[config.mk]
export PLATFORM = sky130hd
export DESIGN_NAME = center_aligned_pwm_deadband_top
export DESIGN_NICKNAME = d
export VERILOG_FILES = /design/src/hw/rtl/capwm_pkg.sv /design/src/hw/rtl/center_aligned_pwm_deadband_top.sv
export SDC_FILE = /design/constraint.sdc
export NUM_CORES = 1
export LEC_CHECK = 0
export BUFFER_PORTS_ARGS = -buffer_cell sky130_fd_sc_hd__buf_2
export CAP_MARGIN = 10
export CORE_UTILIZATION = 45
export DETAILED_ROUTE_END_ITERATION = 8
export PLACE_DENSITY_LB_ADDON = 0.08
export RECOVER_POWER = 100
export SLEW_MARGIN = 20
export SYNTH_ARGS = -nofsm -noshare
export SYNTH_HDL_FRONTEND = slang
export SYNTH_SLANG_ARGS = --single-unit
export TNS_END_PERCENT = 10
[constraint.sdc]
create_clock -name clk -period 4.9 [get_ports clk]
set_clock_uncertainty 0.15 [all_clocks]
set_input_delay 0.98 -clock clk [delete_from_list [all_inputs] [get_ports clk]]
set_output_delay 0.98 -clock clk [all_outputs]
set_load 0.02 [all_outputs]
[src/hw/rtl/capwm_pkg.sv]
package capwm_pkg;

    // Default sizes of the generator.
    localparam int NUM_CHANNELS_DEF = 3;
    localparam int COUNT_BITS_DEF   = 16;
    localparam int DELAY_BITS_DEF   = 10;

    // Width of the channel select field of an input item.
    localparam int CHAN_BITS = 2;

    // Configuration register index width and reset values.
    localparam int          CFG_IDX_BITS      = 3;
    localparam int unsigned RESET_PERIOD      = 1000;
    localparam logic [1:0]  RESET_POLARITY    = 2'b01;
    localparam logic        RESET_IRQ_ENABLE  = 1'b1;

    typedef enum logic [CFG_IDX_BITS-1:0] {
        CFG_PERIOD        = 3'd0,
        CFG_RISE_DELAY    = 3'd1,
        CFG_FALL_DELAY    = 3'd2,
        CFG_POLARITY_MODE = 3'd3,
        CFG_IRQ_ENABLE    = 3'd4
    } cfg_index_t;

    // Kind of an input item.
    localparam logic REQ_TICK  = 1'b0;
    localparam logic REQ_WRITE = 1'b1;

endpackage

[src/hw/rtl/center_aligned_pwm_deadband_top.sv]
// Data path: an accepted item passes through the input register and then the result
// register, where its result waits to be taken.
// Throughput: one item per clock when not stalled; the counter and deadband timers
// advance once per tick. Output stall backs up through the two registers; the input
// keeps flowing while the result register is free or being emptied.
// Reset (rst_n, asynchronous, active low) clears the pipeline and loads the reset state.
module center_aligned_pwm_deadband_top #(
    parameter int NUM_CHANNELS = capwm_pkg::NUM_CHANNELS_DEF,
    parameter int COUNT_BITS   = capwm_pkg::COUNT_BITS_DEF,
    parameter int DELAY_BITS   = capwm_pkg::DELAY_BITS_DEF,
    localparam int CFG_BITS    = (COUNT_BITS > DELAY_BITS) ? COUNT_BITS : DELAY_BITS
) (
    input  logic                              clk,
    input  logic                              rst_n,

    // Input item channel.
    input  logic                              in_valid,
    output logic                              in_stall,
    input  logic                              req_type,
    input  logic [capwm_pkg::CHAN_BITS-1:0]   channel,
    input  logic [COUNT_BITS-1:0]             compare_value,

    // Result item channel.
    output logic                              out_valid,
    input  logic                              out_stall,
    output logic [NUM_CHANNELS-1:0]           pwm_a_pins,
    output logic [NUM_CHANNELS-1:0]           pwm_b_pins,
    output logic                              zero_event,
    output logic [COUNT_BITS-1:0]             count_now,
    output logic                              counting_up,

    // Configuration write channel.
    input  logic                              cfg_valid,
    output logic                              cfg_ready,
    input  logic [capwm_pkg::CFG_IDX_BITS-1:0] cfg_index,
    input  logic [CFG_BITS-1:0]               cfg_data
);

    localparam logic [COUNT_BITS-1:0] RESET_PERIOD_C = COUNT_BITS'(capwm_pkg::RESET_PERIOD);
    localparam logic [COUNT_BITS-1:0] RESET_CMP_C    =
        COUNT_BITS'(capwm_pkg::RESET_PERIOD / 2);

    // Configuration registers. Writes are always taken.
    logic [COUNT_BITS-1:0] period_reg;
    logic [DELAY_BITS-1:0] rise_delay_reg;
    logic [DELAY_BITS-1:0] fall_delay_reg;
    logic [1:0]            polarity_reg;
    logic                  irq_enable_reg;

    assign cfg_ready = 1'b1;

    always_ff @(posedge clk or negedge rst_n)
    begin
        if (!rst_n)
        begin
            period_reg     <= RESET_PERIOD_C;
            rise_delay_reg <= '0;
            fall_delay_reg <= '0;
            polarity_reg   <= capwm_pkg::RESET_POLARITY;
            irq_enable_reg <= capwm_pkg::RESET_IRQ_ENABLE;
        end
        else if (cfg_valid && cfg_ready)
        begin
            case (capwm_pkg::cfg_index_t'(cfg_index))
                capwm_pkg::CFG_PERIOD:        period_reg     <= cfg_data[COUNT_BITS-1:0];
                capwm_pkg::CFG_RISE_DELAY:    rise_delay_reg <= cfg_data[DELAY_BITS-1:0];
                capwm_pkg::CFG_FALL_DELAY:    fall_delay_reg <= cfg_data[DELAY_BITS-1:0];
                capwm_pkg::CFG_POLARITY_MODE: polarity_reg   <= cfg_data[1:0];
                capwm_pkg::CFG_IRQ_ENABLE:    irq_enable_reg <= cfg_data[0];
                default: ;
            endcase
        end
    end

    // Pipeline control. The input register moves into the result register whenever
    // that register is empty or its item is taken in the same cycle.
    logic                            s1_valid_reg;
    logic                            s1_type_reg;
    logic [capwm_pkg::CHAN_BITS-1:0] s1_chan_reg;
    logic [COUNT_BITS-1:0]           s1_value_reg;
    logic                            out_valid_reg;
    logic                            out_load;
    logic                            in_take;

    assign out_load = s1_valid_reg && (!out_valid_reg || !out_stall);
    assign in_stall = s1_valid_reg && !out_load;
    assign in_take  = in_valid && !in_stall;

    always_ff @(posedge clk or negedge rst_n)
    begin
        if (!rst_n)
        begin
            s1_valid_reg  <= 1'b0;
            out_valid_reg <= 1'b0;
        end
        else
        begin
            s1_valid_reg  <= in_take || (s1_valid_reg && !out_load);
            out_valid_reg <= out_load || (out_valid_reg && out_stall);
        end
    end

    always_ff @(posedge clk)
    begin
        if (in_take)
        begin
            s1_type_reg  <= req_type;
            s1_chan_reg  <= channel;
            s1_value_reg <= compare_value;
        end
    end

    // Generator state.
    logic [COUNT_BITS-1:0] count_reg;
    logic                  dir_up_reg;
    logic [COUNT_BITS-1:0] shadow_reg [NUM_CHANNELS];
    logic [COUNT_BITS-1:0] active_reg [NUM_CHANNELS];
    logic [NUM_CHANNELS-1:0] source_reg;
    logic [DELAY_BITS-1:0] rise_tmr_reg [NUM_CHANNELS];
    logic [DELAY_BITS-1:0] fall_tmr_reg [NUM_CHANNELS];
    logic [NUM_CHANNELS-1:0] dly_a_reg;
    logic [NUM_CHANNELS-1:0] dly_b_reg;

    logic [COUNT_BITS-1:0] count_next;
    logic                  dir_up_next;
    logic [COUNT_BITS-1:0] shadow_next [NUM_CHANNELS];
    logic [COUNT_BITS-1:0] active_next [NUM_CHANNELS];
    logic [NUM_CHANNELS-1:0] source_next;
    logic [DELAY_BITS-1:0] rise_tmr_next [NUM_CHANNELS];
    logic [DELAY_BITS-1:0] fall_tmr_next [NUM_CHANNELS];
    logic [NUM_CHANNELS-1:0] dly_a_next;
    logic [NUM_CHANNELS-1:0] dly_b_next;

    logic [COUNT_BITS-1:0] per;
    logic                  step_up;
    logic                  at_zero;
    logic                  is_tick;

    // Timebase: count up to the period, turn, count down to zero, turn. A count left
    // above a lowered period turns and walks down from where it is.
    always_comb
    begin
        is_tick = (s1_type_reg == capwm_pkg::REQ_TICK);
        per     = (period_reg == '0) ? COUNT_BITS'(1) : period_reg;
        step_up = dir_up_reg;
        if (dir_up_reg)
        begin
            if (count_reg >= per)
            begin
                step_up    = 1'b0;
                count_next = count_reg - COUNT_BITS'(1);
            end
            else
            begin
                count_next = count_reg + COUNT_BITS'(1);
            end
        end
        else if (count_reg == '0)
        begin
            step_up    = 1'b1;
            count_next = COUNT_BITS'(1);
        end
        else
        begin
            count_next = count_reg - COUNT_BITS'(1);
        end

        if (count_next == '0)
            dir_up_next = 1'b1;
        else if (count_next >= per)
            dir_up_next = 1'b0;
        else
            dir_up_next = step_up;

        at_zero = (count_next == '0);
    end

    // Per channel: shadow load at zero, compare match, then the deadband stage.
    // The A path holds off rising edges, the B path holds off falling edges.
    always_comb
    begin
        for (int i = 0; i < NUM_CHANNELS; i++)
        begin
            shadow_next[i] = shadow_reg[i];
            if (int'(s1_chan_reg) == i)
                shadow_next[i] = s1_value_reg;

            active_next[i] = at_zero ? shadow_reg[i] : active_reg[i];
            source_next[i] = (count_next == active_next[i]) ? step_up : source_reg[i];

            if (source_next[i])
            begin
                dly_a_next[i]    = (rise_tmr_reg[i] >= rise_delay_reg);
                rise_tmr_next[i] = (rise_tmr_reg[i] < rise_delay_reg) ?
                                   rise_tmr_reg[i] + DELAY_BITS'(1) : rise_tmr_reg[i];
                fall_tmr_next[i] = '0;
                dly_b_next[i]    = 1'b1;
            end
            else
            begin
                dly_a_next[i]    = 1'b0;
                rise_tmr_next[i] = '0;
                dly_b_next[i]    = (fall_tmr_reg[i] < fall_delay_reg);
                fall_tmr_next[i] = (fall_tmr_reg[i] < fall_delay_reg) ?
                                   fall_tmr_reg[i] + DELAY_BITS'(1) : fall_tmr_reg[i];
            end
        end
    end

    always_ff @(posedge clk or negedge rst_n)
    begin
        if (!rst_n)
        begin
            count_reg  <= '0;
            dir_up_reg <= 1'b1;
            source_reg <= '0;
            dly_a_reg  <= '0;
            dly_b_reg  <= '0;
            for (int i = 0; i < NUM_CHANNELS; i++)
            begin
                shadow_reg[i]   <= RESET_CMP_C;
                active_reg[i]   <= RESET_CMP_C;
                rise_tmr_reg[i] <= '0;
                fall_tmr_reg[i] <= '0;
            end
        end
        else if (out_load)
        begin
            if (is_tick)
            begin
                count_reg  <= count_next;
                dir_up_reg <= dir_up_next;
                source_reg <= source_next;
                dly_a_reg  <= dly_a_next;
                dly_b_reg  <= dly_b_next;
                for (int i = 0; i < NUM_CHANNELS; i++)
                begin
                    active_reg[i]   <= active_next[i];
                    rise_tmr_reg[i] <= rise_tmr_next[i];
                    fall_tmr_reg[i] <= fall_tmr_next[i];
                end
            end
            else
            begin
                for (int i = 0; i < NUM_CHANNELS; i++)
                    shadow_reg[i] <= shadow_next[i];
            end
        end
    end

    // Result register. A write item reports the unchanged pins, count and direction.
    logic [NUM_CHANNELS-1:0] pwm_a_reg;
    logic [NUM_CHANNELS-1:0] pwm_b_reg;
    logic                    zero_reg;
    logic [COUNT_BITS-1:0]   count_out_reg;
    logic                    up_out_reg;

    always_ff @(posedge clk)
    begin
        if (out_load)
        begin
            if (is_tick)
            begin
                pwm_a_reg     <= dly_a_next ^ {NUM_CHANNELS{polarity_reg[0]}};
                pwm_b_reg     <= dly_b_next ^ {NUM_CHANNELS{polarity_reg[1]}};
                zero_reg      <= at_zero && irq_enable_reg;
                count_out_reg <= count_next;
                up_out_reg    <= dir_up_next;
            end
            else
            begin
                pwm_a_reg     <= dly_a_reg ^ {NUM_CHANNELS{polarity_reg[0]}};
                pwm_b_reg     <= dly_b_reg ^ {NUM_CHANNELS{polarity_reg[1]}};
                zero_reg      <= 1'b0;
                count_out_reg <= count_reg;
                up_out_reg    <= dir_up_reg;
            end
        end
    end

    assign out_valid   = out_valid_reg;
    assign pwm_a_pins  = pwm_a_reg;
    assign pwm_b_pins  = pwm_b_reg;
    assign zero_event  = zero_reg;
    assign count_now   = count_out_reg;
    assign counting_up = up_out_reg;

endmodule

Yosys cells after proc, flatten, opt, wreduce, memory -nomap -nowiden
Cells that the tools add are included.
{"block": "op_classes", "addsub": 8, "magnitude_cmp": 11, "eq_ne": 12, "mux": 37, "n_bitwise": 5, "reduce_logical": 35}
{"operator": "2-to-1 mux 16 bit", "count": 8}
{"operator": "2-to-1 mux 10 bit", "count": 12}
{"operator": "adder 10 x 1 -> 10 bit, second input constant", "count": 6}
{"operator": "less-than comparator 10 bit", "count": 6}
{"operator": "equality test 16 bit", "count": 3}
{"operator": "zero test 16 bit", "count": 3}
{"operator": ">= comparator 16 bit", "count": 2}
{"operator": ">= comparator 10 bit", "count": 3}
{"operator": "AND reduction 3 bit", "count": 9}
{"operator": "adder 16 x 1 -> 16 bit, second input constant", "count": 1}
{"operator": "subtractor 16 x 1 -> 16 bit, second input constant", "count": 1}
{"operator": "2-to-1 mux 1 bit", "count": 15}
{"operator": "AND reduction 2 bit", "count": 6}
{"operator": "bitwise XOR 3 bit", "count": 4}
{"operator": "equality test 3 x 2 -> 1 bit, second input constant", "count": 2}
{"operator": "2-to-1 mux 3 bit", "count": 2}
{"operator": "!= test 2 x 1 -> 1 bit, second input constant", "count": 3}
{"operator": "nonzero test 2 bit", "count": 3}
{"operator": "logical AND 1 bit", "count": 5}
{"operator": "equality test 2 bit, second input constant", "count": 2}
{"operator": "zero test 1 bit", "count": 4}
{"operator": "equality test 3 x 1 -> 1 bit, second input constant", "count": 1}
{"operator": "equality test 3 bit, second input constant", "count": 1}
{"operator": "zero test 3 bit", "count": 1}
{"operator": "3 further kinds", "count": 5}
{"block": "word_totals", "regBits": 266, "input_bits": 43, "wordCells": 140}

Depth between registers and ports, before layout
Gate-level depths: netlist of run 1.
{"block": "logic_depth", "ltp_word": 12, "mapped_depth": 25}

Worst setup path after synthesis of run 1
No wires, ideal clock.
{"block": "synth_timing", "kind": "register to register", "startpoint": "reg count_reg[0]", "endpoint": "reg pwm_b_reg[1] (netlist: pwm_b_pins[1]) (data pin)", "setup_ps": 263, "arrival_ps": 4777, "t_required_ps": 4487, "slack_ps": -290, "path_stages_with_launch": 17, "path_buffers": 2, "synth_period_minus_slack_ps": 5190, "cell_sequence": "dfrtp_1 -> clkbuf_1 -> inv_1 -> ha_1 -> nor3b_1 -> nand2_1 -> nor4_1 -> mux2_2 -> or4_4 -> a221o_1 -> a211oi_4 -> nand4_1 -> a2111oi_2 -> mux2i_2 -> buf_2 -> a2bb2oi_1 -> xor2_1"}
{"block": "synth_via", "elab_chain_cells": 10, "word_cells_on_any_way": 17, "classes_between": "add/sub (2); order compare (1); eq/ne (1); mux (10); bitwise (1); reduce/logical (2)"}
{"item": "start, declared", "line_no": "center_aligned_pwm_deadband_top.sv:114", "source": "logic [COUNT_BITS-1:0] count_reg;"}
{"item": "start signal, assigned", "line_no": "center_aligned_pwm_deadband_top.sv:231", "source": "count_reg <= count_next;"}
{"item": "subtractor 16 x 1 -> 16 bit, or another cell as far along", "line_no": "center_aligned_pwm_deadband_top.sv:151, center_aligned_pwm_deadband_top.sv:165"}
{"item": "2-to-1 mux 16 bit, on equally long branches", "line_no": "center_aligned_pwm_deadband_top.sv:158, center_aligned_pwm_deadband_top.sv:148"}
{"item": "2-to-1 mux 16 bit", "line_no": "center_aligned_pwm_deadband_top.sv:146", "source": "if (dir_up_reg)"}
{"item": "zero test 16 bit", "line_no": "center_aligned_pwm_deadband_top.sv:175", "source": "at_zero = (count_next == '0);"}
{"item": "2-to-1 mux 16 bit", "line_no": "center_aligned_pwm_deadband_top.sv:188", "source": "active_next[i] = at_zero ? shadow_reg[i] : active_reg[i];"}
{"item": "equality test 16 bit", "line_no": "center_aligned_pwm_deadband_top.sv:189", "source": "source_next[i] = (count_next == active_next[i]) ? step_up : source_reg[i];"}
{"item": "2-to-1 mux 1 bit (*)", "line_no": "center_aligned_pwm_deadband_top.sv:189"}
{"item": "2-to-1 mux 1 bit (*)", "line_no": "center_aligned_pwm_deadband_top.sv:191", "source": "if (source_next[i])"}
{"item": "bitwise XOR 3 bit (*)", "line_no": "center_aligned_pwm_deadband_top.sv:265", "source": "pwm_b_reg <= dly_b_next ^ {NUM_CHANNELS{polarity_reg[1]}};"}
{"item": "2-to-1 mux 3 bit (*)", "line_no": "center_aligned_pwm_deadband_top.sv:262", "source": "if (is_tick)"}
{"item": "end signal, assigned", "line_no": "center_aligned_pwm_deadband_top.sv:265"}
{"item": "end signal, assigned", "line_no": "center_aligned_pwm_deadband_top.sv:273", "source": "pwm_b_reg <= dly_b_reg ^ {NUM_CHANNELS{polarity_reg[1]}};"}
{"item": "end, declared", "line_no": "center_aligned_pwm_deadband_top.sv:253", "source": "logic [NUM_CHANNELS-1:0] pwm_b_reg;"}
Mark *: on every way between the ends. The rest lies on a longest branch, timed or not.
A chain may end at the register's enable or synchronous reset.

Worst setup path after layout of run 1
{"block": "layout_timing", "startpoint": "reg period_reg[5]", "endpoint": "reg rise_tmr_reg[14] (netlist name)"}
{"block": "layout_via", "elab_chain_cells": 11, "word_cells_on_any_way": 14, "classes_between": "order compare (1); eq/ne (2); mux (8); reduce/logical (3)"}
{"item": "start, declared", "line_no": "center_aligned_pwm_deadband_top.sv:44", "source": "logic [COUNT_BITS-1:0] period_reg;"}
{"item": "start signal, assigned", "line_no": "center_aligned_pwm_deadband_top.sv:65", "source": "capwm_pkg::CFG_PERIOD: period_reg <= cfg_data[COUNT_BITS-1:0];"}
{"item": "zero test 16 bit", "line_no": "center_aligned_pwm_deadband_top.sv:144", "source": "per = (period_reg == '0) ? COUNT_BITS'(1) : period_reg;"}
{"item": "2-to-1 mux 16 bit (*)", "line_no": "center_aligned_pwm_deadband_top.sv:144"}
{"item": ">= comparator 16 bit (*)", "line_no": "center_aligned_pwm_deadband_top.sv:148", "source": "if (count_reg >= per)"}
{"item": "2-to-1 mux 16 bit", "line_no": "center_aligned_pwm_deadband_top.sv:148"}
{"item": "2-to-1 mux 16 bit", "line_no": "center_aligned_pwm_deadband_top.sv:146"}
{"item": "zero test 16 bit", "line_no": "center_aligned_pwm_deadband_top.sv:175"}
{"item": "2-to-1 mux 16 bit", "line_no": "center_aligned_pwm_deadband_top.sv:188"}
{"item": "equality test 16 bit", "line_no": "center_aligned_pwm_deadband_top.sv:189"}
{"item": "2-to-1 mux 1 bit (*)", "line_no": "center_aligned_pwm_deadband_top.sv:189"}
{"item": "!= test 2 x 1 -> 1 bit (no source line)"}
{"item": "AND reduction 3 bit (no source line)"}
{"item": "end signal, assigned by index", "line_no": "center_aligned_pwm_deadband_top.sv:239", "source": "rise_tmr_reg[i] <= rise_tmr_next[i];"}
{"item": "end, declared", "line_no": "center_aligned_pwm_deadband_top.sv:119", "source": "logic [DELAY_BITS-1:0] rise_tmr_reg [NUM_CHANNELS];"}
Marked as above.

==> results of run 1 <==
==> metal layers <==
layer	up-vias	routed length, um	share of wire (%)
li1	6309	-	-
met1	6587	23520	48
met2	410	21350	44
met3	91	2673	5.5
met4	0	1423	2.9
met5	-	0	0
==> worst max-delay path, delay by kind of cell, from the launching register on <==
kind                     cells  cell delay, ps
AO/OA/AOI/OAI                7            1330
adder cells (fa/ha/maj)      1             260
buffers and inverters        7            1040
flip-flops                   1             540
multiplexers                 2             510
AND/OR/NAND/NOR              4            1080
==> cell usage after synthesis (6+ instances only) <==
library cell    n
xor2_1         15
nor4_1         17
a2bb2oi_1      10
a2111oi_0       6
o22ai_1        10
o2111ai_1      10
clkbuf_1       43
dfrtp_1       178
a22oi_1         7
o2111a_1        6
a21oi_1        38
nor2_1         50
a22o_1         21
and3_1         19
nand2b_1       16
mux2_2        109
o21ai_0        97
nand4_1        31
o31ai_1        16
o311ai_1        9
nand3_1        57
nand2_1       188
or4_1           7
mux2i_1        12
o221ai_1        7
nor3_1         27
and2_1         13
a31oi_1        10
inv_1          84
or3_1          17
edfxtp_1       43
dfstp_2        45
a211oi_1       10
o211ai_1       12
or2_2           8
ha_1           97
a21o_1         50
xnor2_1        18
o21a_1          9
nor2b_1        12
buf_2          16
==> layout by cell type, fill, tap and decap left out, drive strengths merged, types with 45 or more instances in the layout <==
| cell type | count |
|---|---|
| inv | 87 |
| nand2 | 191 |
| dfstp | 45 |
| ha | 97 |
| mux2 | 110 |
| o21ai | 103 |
| buf | 261 |
| nor2 | 51 |
| clkbuf | 81 |
| nand3 | 58 |
| a21o | 51 |
| dfrtp | 178 |
==> logic make-up (layout without fill, tap and decap cells) <==
family | after synthesis | after routing | synth area share [%]
xor gates and xnor gates | 33 | 33 | 1.841
adders and majority gates | 97 | 97 | 7.728
buffers and inverters | 154 | 448 | 3.952
and+or+nand+nor | 492 | 492 | 15.84
muxes | 123 | 124 | 8.812
AOI/OAI and AO/OA | 385 | 386 | 17.69
DFF | 266 | 266 | 44.12
other | 1 | 1 | 0.02388
==> area by class of cell <==
class	count	area [um^2]	share of cell area (%)
multi-input combinational	1133	8747	44.14
sequential	266	6928	34.96
timing repair buffer	303	2201	11.11
clock buffer	39	825.8	4.167
tap	455	569.3	2.873
inverter	87	329.1	1.660
clock inverter	19	217.7	1.099
==> stage by stage <==
step                cells  util, %  worst slack (ps)  power (W)
CTS                  2293    56.84            -63.21    0.01091
floorplan            1551        -             5.155   0.005827
global route         2302    57.51            -294.3    0.01172
global placement     2204    52.00            -262.5   0.008100
finish               2302    57.51            -133.1    0.01112
detailed placement   2204    52.00            -385.7   0.008143
==> final timing paths <==
check,cells past startpoint,slack (ps),endpoint,start
min in group asynchronous,1,1000,count_reg[3],rst_n
worst max register to register,21,-130,rise_tmr_reg[14],period_reg[5]
worst max-delay path,21,-130,rise_tmr_reg[14],period_reg[5]
worst min register to register,1,340,dly_b_reg[0],dly_b_reg[0]
worst min-delay path,1,340,dly_b_reg[0],dly_b_reg[0]
max in group asynchronous,2,1120,shadow_reg[47],rst_n
==> repair_timing <==
item	in CTS	in global routing
endpoints found under the setup margin	74	76
cloned	3	2
buffers inserted	28	9
hold buffers	0	0
pin swaps	44	30
gates resized for setup	77	57
==> power groups by stage <==
stage | registers (W) | clock network, W | logic (W)
floorplan | 0.00313 | 0 | 0.00270
global placement | 0.00322 | 0 | 0.00488
detailed placement | 0.00323 | 0 | 0.00491
CTS | 0.00321 | 0.00241 | 0.00529
global route | 0.00328 | 0.00250 | 0.00594
finish | 0.00323 | 0.00237 | 0.00552
==> key figures, run 1 <==
Worst setup path
  – Critical Path Fanout Max: 5
  – Slowest CP cell: dfstp_2
  – Setup crit end kind: flip-flop
  – Worst Path Required: roughly 5200 ps
  – CP max stage delay: 540 ps
  – WP data arrival: 5350 ps
  – CP Class: reg -> reg
  – Most Frequent Cell on Critical Path: buf_4
  – CP Cell Sequence: inv_2 -> ha_4 -> nand4_1 -> nor4_4 -> o21a_4 -> nor3_4 -> buf_4 -> or4_4 -> a221oi_4 -> buf_6 -> o211ai_4 -> buf_6 -> mux2i_1 -> o22ai_1 -> a2111oi_2 -> buf_4 -> mux2i_4 -> buf_4 -> clkbuf_16 -> o21ai_1 -> a22o_1
  – Element type at the critical path start: flip-flop

Global routing
  – Gr ovfl total: 0
  – Initial antenna violation count: 0
  – Met1 usage in global routing: 40.32%
  – GRT Overall Usage: a little over a quarter
  – Via count of the first global-routing pass: 12846
  – Global-route wire length before repair: 75.62 mm
  – Largest net degree at the start of global routing: 95
  – Met2 Use GR: 41.63%
  – Most used routing layer: met2
  – Met3 usage: 3.576%

Placed design
  – DP Area: 17920 um^2
  – Port bufs: 68
  – GPL Wtd Cong: 0.9449
  – Hpwl dp: 35.56 mm

Worst hold path
  – Hold crit path type: reg -> reg

Clock tree
  – Clock Tree Root: clkbuf_16
  – Worst skew pair latency: 580 ps
  – TritonCTS clock tree: yes
  – H-tree Lvls: 1
  – Reg clk slew, reported paths: roughly 60 ps
  – CTS buffer count: 31
  – Max Buffers Root-to-Sink: 3
  – TritonCTS Sinks: 266

Drt
  – Via count: about 13000
  – Wire length per cell: 21.27 um
  – Post-DRT Antenna Nets: 0
  – Iter 0 DRT Violations: between 800 and 900
  – Routed vias/inst: 5.820
  – Drt pass-1 iters: 5
  – Routed WL: 48.97 mm
  – DRC viols: 0

Synth
  – Yosys cell types: 94
  – Async S/R FF share, synth: 83.83%
  – Yosys top cell by area: dfrtp_1
  – Synthesized cell area: 15700 um^2
  – Synth top area share: 28.36%
  – Mapped Nets: 1691
  – Post-synth EDFFs: 43
  – Ys Warns: 0
  – Yosys reg bits: 266
  – Syn Inst Count: 1551
  – Register area share after synthesis: 44.12%
  – Largest cells by area after synthesis: dfrtp_1 (28%), edfxtp_1 (8.2%), mux2_2 (7.8%), ha_1 (7.7%), dfstp_2 (7.5%)
  – Synth Area per Inst: 10.12 um^2
  – Most used DFF post-synth: dfrtp_1

Power
  – Seq pwr share: 29.0%
  – Logic pwr share: 49.6%
  – VDD IR-drop max: 0.3134 mV
  – Power Dens Cells: around 560 nW/um^2
  – Sw Ratio: 40.04%
  – Switching power summed over all nets: 0.004452 W
  – Static leakage: 8.864 nW
  – P_int: 0.006666 W
  – Clock network power share: between 20% and 30%

Timing
  – RSZ-0062 raised after global routing: yes
  – Period utilisation layout: 102.7%
  – Slew Viols, Final: 122
  – Slew HR: -74.15%
  – Final Hold Viols: 0
  – Final setup viols: 25
  – Slew at the pin with the worst max-slew slack: between 2000 and 3000 ps
  – Hold WS: 337.1 ps
  – Final WS setup: -133.1 ps
  – Min cycle time layout: 5033 ps
  – FMAX: 198.7 MHz
  – Final setup TNS: -1617 ps

Layout
  – P&R area growth vs syn: 26.20%
  – Layout cells sized above 1: 31.94%
  – Fill cells: just over 3000
  – Antenna cell count: 0
  – Nets: between 1500 and 2000
  – Final instance area: 19820 um^2

Floorplan
  – Chip height: 188.8 um
  – I/O pin cnt: 70
  – Die area: 35650 um^2
  – Core area: about 34000 um^2
  – Initial Util: 45.57%
  – Die width: around 190 um
  – FP Rows: between 60 and 70

Status
  – Failing checks: max-capacitance violations, max-slew violations, negative setup slack
  – Outcome: complete, but fails checks

Run
  – Max Cap Viol: 2
(Power assumes the default switching activity.)
==> run 2, diff against run 1 <==
- ABC_AREA: not set -> 1
- SLEW_MARGIN: 20 -> 40
==> run 2 against run 1 <==
  * The run ends with design-rule violations, max-capacitance violations, max-slew violations left
  * Via count grew 5.7%
  * Global-route usage shrank 2.9 points
  * Total power shrank 2.5%
  * Cell count grew 19%
  * Critical endpoint is now rise_tmr_reg[23]
==> key figures, run 2 <==
Synth
  – Register area share after synthesis: 42.33%
  – Async S/R FF share, synth: ~84%
  – Yosys top cell by area: dfrtp_1
  – Largest cells by area after synthesis: dfrtp_1 (27%), nand2_1 (15%), edfxtp_1 (7.9%), ha_1 (7.4%), dfstp_2 (7.2%)
  – Most used DFF post-synth: dfrtp_1
  – Most common cell in the netlist: nand2_1
  – Synth top cells by count: nand2_1 (659), inv_1 (248), nand3_1 (197)
  – Synth top area share: 27.22%
  – Syn Inst Count: 2125
  – Yosys reg bits: 266
  – Post-synth EDFFs: 43
  – Mapped Nets: 2265
  – Yosys cell types: 52
  – Ys Warns: 0
  – Synth Area per Inst: 7.702 um^2
  – Synthesized cell area: 16370 um^2

Worst setup path
  – Slowest CP cell: dfrtp_1
  – CP Class: reg -> reg
  – Element type at the critical path start: flip-flop
  – Most Frequent Cell on Critical Path: nand2_2
  – Worst Path Required: 5270 ps
  – Setup crit end kind: flip-flop
  – Critical Path Fanout Max: 6
  – CP max stage delay: 400 ps
  – WP data arrival: 5110 ps

Power
  – Switching power summed over all nets: 0.004727 W
  – Overall power: 0.01084 W
  – Static leakage: 9.343 nW
  – VDD IR-drop max: 0.3796 mV
  – Clock network power share: 22.9%
  – Logic pwr share: 48.7%
  – Power Dens Cells: 552.9 nW/um^2
  – Seq pwr share: between 20 and 30%
  – Sw Ratio: 43.62%
  – P_int: 0.006110 W

Floorplan
  – FP Rows: 69
  – Core area: 35660 um^2
  – I/O pin cnt: 70
  – Die area: approximately 37000 um^2
  – Chip height: 192.7 um
  – Initial Util: 45.90%
  – Die width: 192.7 um

Placed design
  – Hpwl dp: 33.29 mm
  – Port bufs: 68
  – DP Area: 17570 um^2
  – GPL Wtd Cong: 0.9041

Worst hold path
  – Hold crit path type: reg -> reg

Clock tree
  – Max Buffers Root-to-Sink: 3
  – TritonCTS clock tree: yes
  – Worst skew pair latency: ~600 ps
  – Clock Tree Root: clkbuf_16
  – # hold bufs at CTS: 0
  – Reg clk slew, reported paths: ~60 ps
  – H-tree Lvls: 1
  – CTS buffer count: 31
  – TritonCTS Sinks: about 270

Timing
  – Final setup viols: 0
  – Final Hold Viols: 0
  – Min cycle time layout: 4731 ps
  – Hold WS: 331.7 ps
  – Slew at the pin with the worst max-slew slack: 2217 ps
  – Slew HR: -47.80%
  – Period utilisation layout: 96.54%
  – FMAX: between 200 and 250 MHz
  – Final setup TNS: 0 ps
  – Slew Viols, Final: 131
  – RSZ-0062 raised after global routing: yes

Drt
  – Wire length per cell: approximately 17 um
  – Via count: 14155
  – Post-DRT Antenna Nets: 0
  – Iter 0 DRT Violations: 892
  – Drt pass-1 iters: 7
  – Routed WL: 46.69 mm
  – Routed vias/inst: 5.176
  – DRC viols: 16

Layout
  – Layout cells sized above 1: 18.69%
  – Antenna cell count: 0
  – Most frequent cells in the layout: nand2_1 (611), inv_1 (244), o21ai_0 (194)
  – Final instance area: a little under 20000 um^2
  – Final core utilization: 54.97%
  – Nets: around 2400
  – P&R area growth vs syn: 19.76%
  – Commonest non-fill, non-tap cell in the layout: nand2_1

Global routing
  – GRT Overall Usage: 24.50%
  – Gr ovfl total: 0
  – Global-route wire length before repair: 70.81 mm
  – Initial antenna violation count: 0
  – Via count of the first global-routing pass: about 13000
  – Largest net degree at the start of global routing: 85

Status
  – Failing checks: design-rule violations, max-capacitance violations, max-slew violations
  – Outcome: complete, but fails checks

Run
  – Max Cap Viol: 4
[run 2: cell types whose count changed in the layout (fill, tap and decap cells not counted), sizes merged, moves of 110 or more]
cell / previous run / this run
nand2: 191 / 683
inv: 87 / 261
nand3: 58 / 210
buf: 261 / 127
mux2: 110 / 0
o21ai: 103 / 213
[run 2: path summary, 6_finish.rpt]
| kind | startpoint | end | slack (ps) | depth (start not counted) |
|---|---|---|---|---|
| worst max-delay path | period_reg[14] | rise_tmr_reg[23] | 170 | 35 |
| worst min-delay path | rise_delay_reg[9] | rise_delay_reg[9] | 330 | 2 |
| worst max register to register | period_reg[14] | rise_tmr_reg[23] | 170 | 35 |
| worst min register to register | rise_delay_reg[9] | rise_delay_reg[9] | 330 | 2 |
| max in group asynchronous | rst_n | fall_delay_reg[3] | 650 | 4 |
| min in group asynchronous | rst_n | count_reg[9] | 890 | 1 |
[run 2: area by class of cell]
cell class,instances,area (um^2)
inverters,260,979.7
clock buffers,41,883.3
repair buffers,166,1376
well taps,461,576.8
multi-input cells,1524,8641
fillers,3362,16060
clock inverters,17,215.2
flip-flops and latches,266,6928
[run 2: power by group through the flow]
stage / clock network, W / logic (W) / registers [W]
6_report: 0.00248 / 0.00528 / 0.00308
2_1_floorplan: 0 / 0.00289 / 0.00305
3_5_place_dp: 0 / 0.00443 / 0.00311
5_1_grt: 0.00262 / 0.00577 / 0.00314
4_1_cts: 0.00253 / 0.00445 / 0.00308
3_3_place_gp: 0 / 0.00437 / 0.00310
[run 2: timing repair]
item	4_1_cts	5_1_grt
setup buffers	0	19
resized for setup	1	169
setup endpoints to repair	2	72
hold endpoints to repair	0	0
pin swaps	0	56
gates cloned	0	11
[run 2: through the flow]
stage	std cells	setup slack, ps
6_report	2735	169.4
2_1_floorplan	2125	722.6
3_5_place_dp	2647	7.634
3_3_place_gp	2645	75.51
5_1_grt	2735	-144.5
4_1_cts	2705	103.0
[run 2: worst max-delay path, delay by kind of cell, from the launching register on]
kind            cells  cell delay (ps)
compound gates      1              340
fa+ha+maj           1              190
buf+inv             5              800
flops               1              400
simple gates       28             2770
[run 2: layer usage]
metal	track usage, %	part of all wire (%)	vias up
met1	36.14	48	6627
met2	37.50	45	355
met5	0	0	-
met3	3.164	5.4	60
met4	6.451	2.2	0
li1	-	-	7113
[run 2: cell families after synthesis]
| logic type | share of synthesized area (%) |
|---|---|
| fa+ha+maj | 7.416 |
| compound gates | 9.304 |
| flops | 42.33 |
| simple gates | 29.04 |
| other cells | 0.02291 |
| xor+xnor | 3.318 |
| buf+inv | 8.563 |
